===== config.mk =====
export PLATFORM = sky130hd
export DESIGN_NAME = running_lcm_with_overflow_stop_top_flat
export DESIGN_NICKNAME = d
export VERILOG_FILES = /design/src/rtl/rlcm_pkg.sv /design/src/rtl/rlcm_channels.sv /design/src/rtl/rlcm_alu.sv /design/src/rtl/running_lcm_with_overflow_stop_top.sv /design/src/flat_wrapper.sv
export SDC_FILE = /design/constraint.sdc
export NUM_CORES = 1
export LEC_CHECK = 0
export BUFFER_PORTS_ARGS = -buffer_cell sky130_fd_sc_hd__buf_2
export CAP_MARGIN = 10
export CORE_UTILIZATION = 25
export CTS_BUF_LIST = sky130_fd_sc_hd__clkbuf_4
export CTS_CLUSTER_SIZE = 20
export DETAILED_ROUTE_END_ITERATION = 7
export GPL_TIMING_DRIVEN = 0
export PLACE_DENSITY_LB_ADDON = 0.12
export SKIP_LAST_GASP = 1
export SYNTH_ARGS = -nofsm -noshare
export SYNTH_HDL_FRONTEND = slang
export SYNTH_SLANG_ARGS = --single-unit

===== constraint.sdc =====
create_clock -name clock -period 17.51 [get_ports clock]
set_clock_uncertainty 0.05 [all_clocks]
set_input_delay 1.751 -clock clock [delete_from_list [all_inputs] [get_ports clock]]
set_output_delay 1.751 -clock clock [all_outputs]
set_load 0.1 [all_outputs]

===== src/rtl/rlcm_pkg.sv =====
// Shared constants and types of the running least common multiple block.
package rlcm_pkg;

   localparam int VALUE_BITS = 32;
   localparam int WORD_BITS_DEFAULT = 32;

   typedef enum logic [2:0] {
      S_IDLE,
      S_GCD,
      S_DIV,
      S_MUL,
      S_DONE
   } state_type;

   typedef enum logic {
      ALU_ADD,
      ALU_SUB
   } alu_op_type;

endpackage


===== src/rtl/rlcm_channels.sv =====
// Valid/ready channel interfaces for the input words and the result words.
interface rlcm_req_if;
   import rlcm_pkg::*;

   logic                  valid;
   logic                  ready;
   logic [VALUE_BITS-1:0] value;
   logic                  last;

   modport source (output valid, output value, output last, input ready);
   modport sink (input valid, input value, input last, output ready);
endinterface

interface rlcm_rsp_if;
   import rlcm_pkg::*;

   logic                  valid;
   logic                  ready;
   logic [VALUE_BITS-1:0] lcm_value;
   logic                  overflow;
   logic                  list_end;

   modport source (output valid, output lcm_value, output overflow, output list_end,
                   input ready);
   modport sink (input valid, input lcm_value, input overflow, input list_end,
                 output ready);
endinterface


===== src/rtl/rlcm_alu.sv =====
// Shared add/subtract unit used by the gcd, divide and multiply steps.
module rlcm_alu #(
   parameter int WIDTH = rlcm_pkg::WORD_BITS_DEFAULT + 1
) (
   input  rlcm_pkg::alu_op_type op,
   input  logic [WIDTH-1:0]     x,
   input  logic [WIDTH-1:0]     y,
   output logic [WIDTH:0]       result
);
   import rlcm_pkg::*;

   always_comb begin
      case (op)
         ALU_ADD: result = {1'b0, x} + {1'b0, y};
         ALU_SUB: result = {1'b0, x} - {1'b0, y};
         default: result = {1'b0, x} + {1'b0, y};
      endcase
   end

endmodule


===== src/rtl/running_lcm_with_overflow_stop_top.sv =====
// Top level of the running least common multiple block with sticky overflow.
//
// The req channel carries one list element per word together with a last flag.
// The rsp channel returns one word per element: the running LCM, the sticky
// overflow flag and a copy of the last flag. The running value starts at 1.
// One element is in work at a time; req ready is high only while idle.
// An element that leaves the state unchanged or overflows at once goes from
// idle straight to the done state, which loads the result register once it
// is free and returns to idle for the next element. Any other element runs a
// binary gcd, a restoring divide and a shift-add multiply, all on one shared
// add/subtract unit, and then loads the result register. A finished result
// waits in that register while the receiver stalls; the next element is still
// accepted, but its result is held until the register frees. Reset is
// synchronous and clears the running value to 1, the overflow flag and the
// result valid flag. After the last element of a list the state returns to
// its reset values.
module running_lcm_with_overflow_stop_top #(
   parameter int WORD_BITS = rlcm_pkg::WORD_BITS_DEFAULT
) (
   input  logic        clock,
   input  logic        reset,
   rlcm_req_if.sink    req_ch,
   rlcm_rsp_if.source  rsp_ch
);
   import rlcm_pkg::*;

   localparam int EW = (WORD_BITS > VALUE_BITS) ? WORD_BITS : VALUE_BITS;
   localparam int KB = $clog2(WORD_BITS);
   localparam logic [KB-1:0] CNT_LAST = KB'(WORD_BITS - 1);

   state_type             state_ff, state_in;
   logic [WORD_BITS-1:0]  run_ff, run_in;
   logic                  stop_ff, stop_in;
   logic [WORD_BITS-1:0]  op_a_ff, op_a_in;
   logic [WORD_BITS-1:0]  op_b_ff, op_b_in;
   logic [WORD_BITS-1:0]  op_c_ff, op_c_in;
   logic [KB-1:0]         k_ff, k_in;
   logic [KB-1:0]         cnt_ff, cnt_in;
   logic [WORD_BITS-1:0]  v_ff, v_in;
   logic                  last_ff, last_in;
   logic                  rsp_valid_ff, rsp_valid_in;
   logic [VALUE_BITS-1:0] rsp_lcm_ff, rsp_lcm_in;
   logic                  rsp_ovf_ff, rsp_ovf_in;
   logic                  rsp_end_ff, rsp_end_in;

   alu_op_type            alu_op;
   logic [WORD_BITS:0]    alu_x;
   logic [WORD_BITS:0]    alu_y;
   logic [WORD_BITS+1:0]  alu_res;

   logic [EW-1:0]         v_ext;
   logic [EW-1:0]         run_ext;
   logic [WORD_BITS-1:0]  v_low;
   logic                  v_big;
   logic                  borrow;
   logic [WORD_BITS-1:0]  quo_next;
   logic [WORD_BITS:0]    mul_sum;
   logic [WORD_BITS-1:0]  hi_next;
   logic [WORD_BITS-1:0]  lo_next;

   rlcm_alu #(
      .WIDTH (WORD_BITS + 1)
   ) u_alu (
      .op     (alu_op),
      .x      (alu_x),
      .y      (alu_y),
      .result (alu_res)
   );

   assign req_ch.ready     = (state_ff == S_IDLE);
   assign rsp_ch.valid     = rsp_valid_ff;
   assign rsp_ch.lcm_value = rsp_lcm_ff;
   assign rsp_ch.overflow  = rsp_ovf_ff;
   assign rsp_ch.list_end  = rsp_end_ff;

   assign v_ext    = EW'(req_ch.value);
   assign run_ext  = EW'(run_ff);
   assign v_low    = v_ext[WORD_BITS-1:0];
   assign v_big    = (v_ext >> WORD_BITS) != '0;
   assign borrow   = alu_res[WORD_BITS+1];
   assign quo_next = {op_c_ff[WORD_BITS-2:0], ~borrow};
   assign mul_sum  = alu_res[WORD_BITS:0];
   assign hi_next  = mul_sum[WORD_BITS:1];
   assign lo_next  = {mul_sum[0], op_c_ff[WORD_BITS-1:1]};

   always_ff @(posedge clock) begin
      if (reset) begin
         state_ff     <= S_IDLE;
         run_ff       <= WORD_BITS'(1);
         stop_ff      <= 1'b0;
         rsp_valid_ff <= 1'b0;
      end else begin
         state_ff     <= state_in;
         run_ff       <= run_in;
         stop_ff      <= stop_in;
         rsp_valid_ff <= rsp_valid_in;
      end
   end

   always_ff @(posedge clock) begin
      op_a_ff    <= op_a_in;
      op_b_ff    <= op_b_in;
      op_c_ff    <= op_c_in;
      k_ff       <= k_in;
      cnt_ff     <= cnt_in;
      v_ff       <= v_in;
      last_ff    <= last_in;
      rsp_lcm_ff <= rsp_lcm_in;
      rsp_ovf_ff <= rsp_ovf_in;
      rsp_end_ff <= rsp_end_in;
   end

   always_comb begin
      state_in     = state_ff;
      run_in       = run_ff;
      stop_in      = stop_ff;
      op_a_in      = op_a_ff;
      op_b_in      = op_b_ff;
      op_c_in      = op_c_ff;
      k_in         = k_ff;
      cnt_in       = cnt_ff;
      v_in         = v_ff;
      last_in      = last_ff;
      rsp_valid_in = rsp_valid_ff;
      rsp_lcm_in   = rsp_lcm_ff;
      rsp_ovf_in   = rsp_ovf_ff;
      rsp_end_in   = rsp_end_ff;
      alu_op       = ALU_ADD;
      alu_x        = '0;
      alu_y        = '0;

      if (rsp_valid_ff && rsp_ch.ready) begin
         rsp_valid_in = 1'b0;
      end

      case (state_ff)
         S_IDLE: begin
            if (req_ch.valid) begin
               v_in    = v_low;
               last_in = req_ch.last;
               if (stop_ff || (v_ext == run_ext)) begin
                  state_in = S_DONE;
               end else if ((v_ext == '0) || v_big || (&v_low)) begin
                  stop_in  = 1'b1;
                  state_in = S_DONE;
               end else begin
                  op_a_in  = run_ff;
                  op_b_in  = v_low;
                  k_in     = '0;
                  state_in = S_GCD;
               end
            end
         end
         S_GCD: begin
            alu_op = ALU_SUB;
            alu_x  = {1'b0, op_a_ff};
            alu_y  = {1'b0, op_b_ff};
            if (op_a_ff == op_b_ff) begin
               op_b_in  = op_a_ff << k_ff;
               op_a_in  = '0;
               op_c_in  = run_ff;
               cnt_in   = CNT_LAST;
               state_in = S_DIV;
            end else if (!op_a_ff[0] && !op_b_ff[0]) begin
               op_a_in = op_a_ff >> 1;
               op_b_in = op_b_ff >> 1;
               k_in    = k_ff + KB'(1);
            end else if (!op_a_ff[0]) begin
               op_a_in = op_a_ff >> 1;
            end else if (!op_b_ff[0]) begin
               op_b_in = op_b_ff >> 1;
            end else if (borrow) begin
               op_a_in = op_b_ff;
               op_b_in = op_a_ff;
            end else begin
               op_a_in = alu_res[WORD_BITS:1];
            end
         end
         S_DIV: begin
            alu_op  = ALU_SUB;
            alu_x   = {op_a_ff, op_c_ff[WORD_BITS-1]};
            alu_y   = {1'b0, op_b_ff};
            op_a_in = borrow ? alu_x[WORD_BITS-1:0] : alu_res[WORD_BITS-1:0];
            if (cnt_ff == '0) begin
               op_b_in  = quo_next;
               op_a_in  = '0;
               op_c_in  = v_ff;
               cnt_in   = CNT_LAST;
               state_in = S_MUL;
            end else begin
               op_c_in = quo_next;
               cnt_in  = cnt_ff - KB'(1);
            end
         end
         S_MUL: begin
            alu_op = ALU_ADD;
            alu_x  = {1'b0, op_a_ff};
            alu_y  = op_c_ff[0] ? {1'b0, op_b_ff} : '0;
            if (cnt_ff == '0) begin
               if ((hi_next != '0) || (&lo_next)) begin
                  stop_in = 1'b1;
               end else begin
                  run_in = lo_next;
               end
               state_in = S_DONE;
            end else begin
               op_a_in = hi_next;
               op_c_in = lo_next;
               cnt_in  = cnt_ff - KB'(1);
            end
         end
         S_DONE: begin
            if (!rsp_valid_ff || rsp_ch.ready) begin
               rsp_valid_in = 1'b1;
               rsp_lcm_in   = VALUE_BITS'(run_ff);
               rsp_ovf_in   = stop_ff;
               rsp_end_in   = last_ff;
               if (last_ff) begin
                  run_in  = WORD_BITS'(1);
                  stop_in = 1'b0;
               end
               state_in = S_IDLE;
            end
         end
         default: begin
            state_in = S_IDLE;
         end
      endcase
   end

   a_run_nonzero: assert property (@(posedge clock) disable iff (reset)
      run_ff != '0)
      else $error("Running LCM became zero.");

   a_gcd_operands: assert property (@(posedge clock) disable iff (reset)
      (state_ff == S_GCD) |-> ((op_a_ff != '0) && (op_b_ff != '0)))
      else $error("Gcd operand reached zero.");

   a_accept_busy: assert property (@(posedge clock) disable iff (reset)
      (req_ch.valid && req_ch.ready) |=> (state_ff != S_IDLE))
      else $error("Accepted word did not start work.");

   a_run_below_max: assert property (@(posedge clock) disable iff (reset)
      ((state_ff == S_DONE) && !stop_ff) |-> !(&run_ff))
      else $error("Running LCM reached full scale without overflow.");

endmodule


===== src/flat_wrapper.sv =====
// flat-port wrapper written by rule: the top's interface ports become plain ports
module running_lcm_with_overflow_stop_top_flat import rlcm_pkg::*;
#(
   parameter int WORD_BITS = rlcm_pkg::WORD_BITS_DEFAULT
)
  (clock, reset, req_ch_valid, req_ch_value, req_ch_last, req_ch_ready, rsp_ch_valid, rsp_ch_lcm_value, rsp_ch_overflow, rsp_ch_list_end, rsp_ch_ready);
  rlcm_req_if req_ch_i ();
  rlcm_rsp_if rsp_ch_i ();
  input  logic clock;
  input  logic reset;
  input wire logic [$bits(req_ch_i.valid)-1:0] req_ch_valid;
  input wire logic [$bits(req_ch_i.value)-1:0] req_ch_value;
  input wire logic [$bits(req_ch_i.last)-1:0] req_ch_last;
  output wire logic [$bits(req_ch_i.ready)-1:0] req_ch_ready;
  output wire logic [$bits(rsp_ch_i.valid)-1:0] rsp_ch_valid;
  output wire logic [$bits(rsp_ch_i.lcm_value)-1:0] rsp_ch_lcm_value;
  output wire logic [$bits(rsp_ch_i.overflow)-1:0] rsp_ch_overflow;
  output wire logic [$bits(rsp_ch_i.list_end)-1:0] rsp_ch_list_end;
  input wire logic [$bits(rsp_ch_i.ready)-1:0] rsp_ch_ready;
  assign req_ch_i.valid = req_ch_valid;
  assign req_ch_i.value = req_ch_value;
  assign req_ch_i.last = req_ch_last;
  assign req_ch_ready = req_ch_i.ready;
  assign rsp_ch_valid = rsp_ch_i.valid;
  assign rsp_ch_lcm_value = rsp_ch_i.lcm_value;
  assign rsp_ch_overflow = rsp_ch_i.overflow;
  assign rsp_ch_list_end = rsp_ch_i.list_end;
  assign rsp_ch_i.ready = rsp_ch_ready;
  running_lcm_with_overflow_stop_top #(.WORD_BITS(WORD_BITS)) u_core (.clock(clock), .reset(reset), .req_ch(req_ch_i), .rsp_ch(rsp_ch_i));
endmodule

==> results_dict.tcl <==
set metrics [dict create \
    outcome "finished, violations left" \
    violations "DRC" \
    postRouteWirelength_um 90100 \
    globalplace.congestion 0.945 \
    timing.setup.tns_ns 0 \
    yosysTopAreaCellShare_pct 30.7 \
    synthMostInstantiatedCell "sky130_fd_sc_hd__nand2_1" \
    grt.total_usage_pct 25.5 \
    cts_tree "done" \
    critPathMostFrequentCell "sky130_fd_sc_hd__clkbuf_1" \
    synth.yosys.warnings 0 \
    synth_top_cells_by_count "sky130_fd_sc_hd__nand2_1, sky130_fd_sc_hd__edfxtp_1, sky130_fd_sc_hd__a21oi_1" \
    cts_made_buffers 69 \
    synth.yosys.seq_area_share_pct 35.0 \
    ys_types 94 \
    final_period_minus_worst_setup_slack_ns 8.98 \
    floorplan.rows 95 \
    grt_total_ovfl 0 \
    worst_skew_pair.late_latency_ns 0.85 \
    placeableCoreArea_mm2 0.0672 \
    routed_wire_length_per_instance_um 29.3 \
    worstMarginPinSlew_ns 1.29 \
    antenna_left 0 \
    layout-area-overhead-vs-synth_pct 14.7 \
    part_of_the_cycle_the_worst_path_needs_pct 51.3 \
    cts_root_buffer "sky130_fd_sc_hd__clkbuf_4" \
    final-max-slew-violation-count 0 \
    buffer_ports.inserted 71 \
    initial_utilization_pct 25.2 \
    reg2reg_slack_ns 8.53 \
    cts_resized 0 \
    synth-edff-count 173 \
    postSynth.asyncResetShare_pct 0 \
    floorplan.die_area_mm2 0.0688 \
    via_count 17844 \
    die_width_um 262 \
    synth.net_count 2062 \
    cts_clk_pin_slew_worst_paths_ns 0.07 \
    clk_buf_depth 3 \
    post-synth-top-area-cell "sky130_fd_sc_hd__edfxtp_1" \
    max-cap-violations 0 \
    post_synthesis_area_per_instance_um2 8.52 \
    worst_slew_margin_rel_pct 13.9 \
    achievable-frequency_mhz 111 \
    setup-violations-final 0 \
    worstSetupEndpointType "flip-flop" \
    final_hold_viol_count 0 \
    slowest_delay_ns 0.85 \
    cts_max_level 3 \
    worstPathRequired_ns 18.05 \
    dr.first_iter.drc_count 2178 \
    grt_antenna_before_repair 6 \
    postSynthRegisterBits 210 \
    dominantRegCellSynth "sky130_fd_sc_hd__edfxtp_1" \
    route.detailed.vias_per_inst 5.81 \
    floorplan.die.height_um 262 \
    synth_cells 1988 \
    cp-start-kind "flip-flop" \
    post_cts_buffers 0 \
    post_synth_main_area_contributors "sky130_fd_sc_hd__edfxtp_1, sky130_fd_sc_hd__nand2_1, sky130_fd_sc_hd__xnor2_1" \
    worst_ep_arrival_time_ns 9.52 \
    cts_num_sinks 210 \
    grt_pass1_wl_um 127000 \
    drt_first_pass_iters 8 \
    grt_start_max_net_pins 34 \
    dp_hpwl_um 67900 \
    top_level_ports 73 \
    detail_route.drc_violations 10 \
    unrepaired_setup_endpoints_after_global_routing "no" \
    critical-path-slowest-cell "sky130_fd_sc_hd__nor2_1" \
    final_net_count 2210 \
    cts_hold_repair.buffers 0 \
    hold_path.class "flip-flop to flip-flop" \
    path_max_fanout 10 \
    timing_worst_setup_path_type "flip-flop to flip-flop" \
    first_global_vias 17246 \
    netlist_area_mm2 0.0169 \
    drive_gt1_share_pct 13.5 \
]
## routing by layer
metal | wire [um] | global-route usage [%]
met5 | 13 | 0
met4 | 3330 | 9.68
met3 | 7650 | 5.29
met2 | 41500 | 41.6
met1 | 37700 | 32.9
## sequential cells by signal (all words and copies together), names as in the netlist, 3 cells and up
register / cells
u_core.rsp_ch.lcm_value: 32
u_core.state_ff: 3
u_core.v_ff: 32
u_core.k_ff: 5
u_core.op_a_ff: 32
u_core.op_b_ff: 32
u_core.run_ext: 32
u_core.op_c_ff: 32
u_core.cnt_ff: 5
## cell usage in the layout (no fill, tap or decap), types with 22 or more instances in the layout
cell	count
sky130_fd_sc_hd__mux2_2	40
sky130_fd_sc_hd__nor3_1	39
sky130_fd_sc_hd__nand4_1	40
sky130_fd_sc_hd__a221oi_1	24
sky130_fd_sc_hd__o21ai_0	125
sky130_fd_sc_hd__clkinv_1	22
sky130_fd_sc_hd__inv_1	54
sky130_fd_sc_hd__nor2_1	142
sky130_fd_sc_hd__nand3_1	24
sky130_fd_sc_hd__o311ai_1	32
sky130_fd_sc_hd__xnor2_1	89
sky130_fd_sc_hd__a222oi_1	34
sky130_fd_sc_hd__edfxtp_1	173
sky130_fd_sc_hd__mux2i_1	37
sky130_fd_sc_hd__nor3b_1	33
sky130_fd_sc_hd__xor2_1	24
sky130_fd_sc_hd__buf_2	85
sky130_fd_sc_hd__dfxtp_1	37
sky130_fd_sc_hd__clkbuf_4	97
sky130_fd_sc_hd__nand2_1	285
sky130_fd_sc_hd__ha_1	36
sky130_fd_sc_hd__a31oi_1	39
sky130_fd_sc_hd__o21ai_1	37
sky130_fd_sc_hd__a21oi_1	146
sky130_fd_sc_hd__clkbuf_1	142
sky130_fd_sc_hd__a22o_1	34
## worst max-delay path: cells and delay by family (launching register included)
family          cells  cell delay, ns
simple gates       11            3.48
buf+inv             6            2.04
compound gates      7            2.00
fa+ha+maj           2            0.63
flops               1            0.30
xor+xnor            1            0.25
## layout make-up
type	instances	area [um^2]
well taps	873	1090
multi-input cells	1540	10100
diodes	7	17.5
repair buffers	77	453
clock inverters	31	176
clock buffers	96	721
fillers	7269	47700
flip-flops and latches	210	5940
plain buffers	182	736
inverters	56	210
## through the flow
step           cell area, um^2  cells  utilization (%)  hold slack, ns  worst slack [ns]
4_1_cts                  19400   3064             28.9           0.516              8.70
6_report                 19400   3072             29.0           0.500              8.53
3_3_place_gp             18400   2932             27.4           0.488              6.43
2_1_floorplan            16900   1988                -           0.392              9.40
5_1_grt                  19400   3068             28.9           0.529              8.21
3_5_place_dp             18500   2937             27.6           0.496              8.77
## final timing paths
kind | from | end | depth (start not counted)
worst min register to register | u_core.last_ff$_DFFE_PP_ | u_core.rsp_ch.list_end$_DFFE_PP_ | 0
worst max-delay path | u_core.state_ff[2]$_SDFFE_PP0P_ | u_core.op_a_ff[17]$_DFFE_PP_ | 27
worst max register to register | u_core.state_ff[2]$_SDFFE_PP0P_ | u_core.op_a_ff[17]$_DFFE_PP_ | 27
worst min-delay path | u_core.last_ff$_DFFE_PP_ | u_core.rsp_ch.list_end$_DFFE_PP_ | 0
## kinds of logic (layout without fill, tap and decap cells)
| kind of cell | after synthesis | in the layout | synth area share (%) |
|---|---|---|---|
| and+or+nand+nor | 686 | 686 | 19.4 |
| AOI/OAI and AO/OA | 609 | 609 | 24.2 |
| buffers and inverters | 238 | 442 | 5.58 |
| DFF | 210 | 210 | 35.0 |
| xor gates and xnor gates | 114 | 114 | 5.94 |
| muxes | 94 | 94 | 7.10 |
| adders and majority gates | 37 | 37 | 2.78 |
| other | 0 | 7 | 0 |
Power is left out: the tool's default activity adds up to more than one toggle a clock period on the data nets, which glitch-free logic cannot reach.
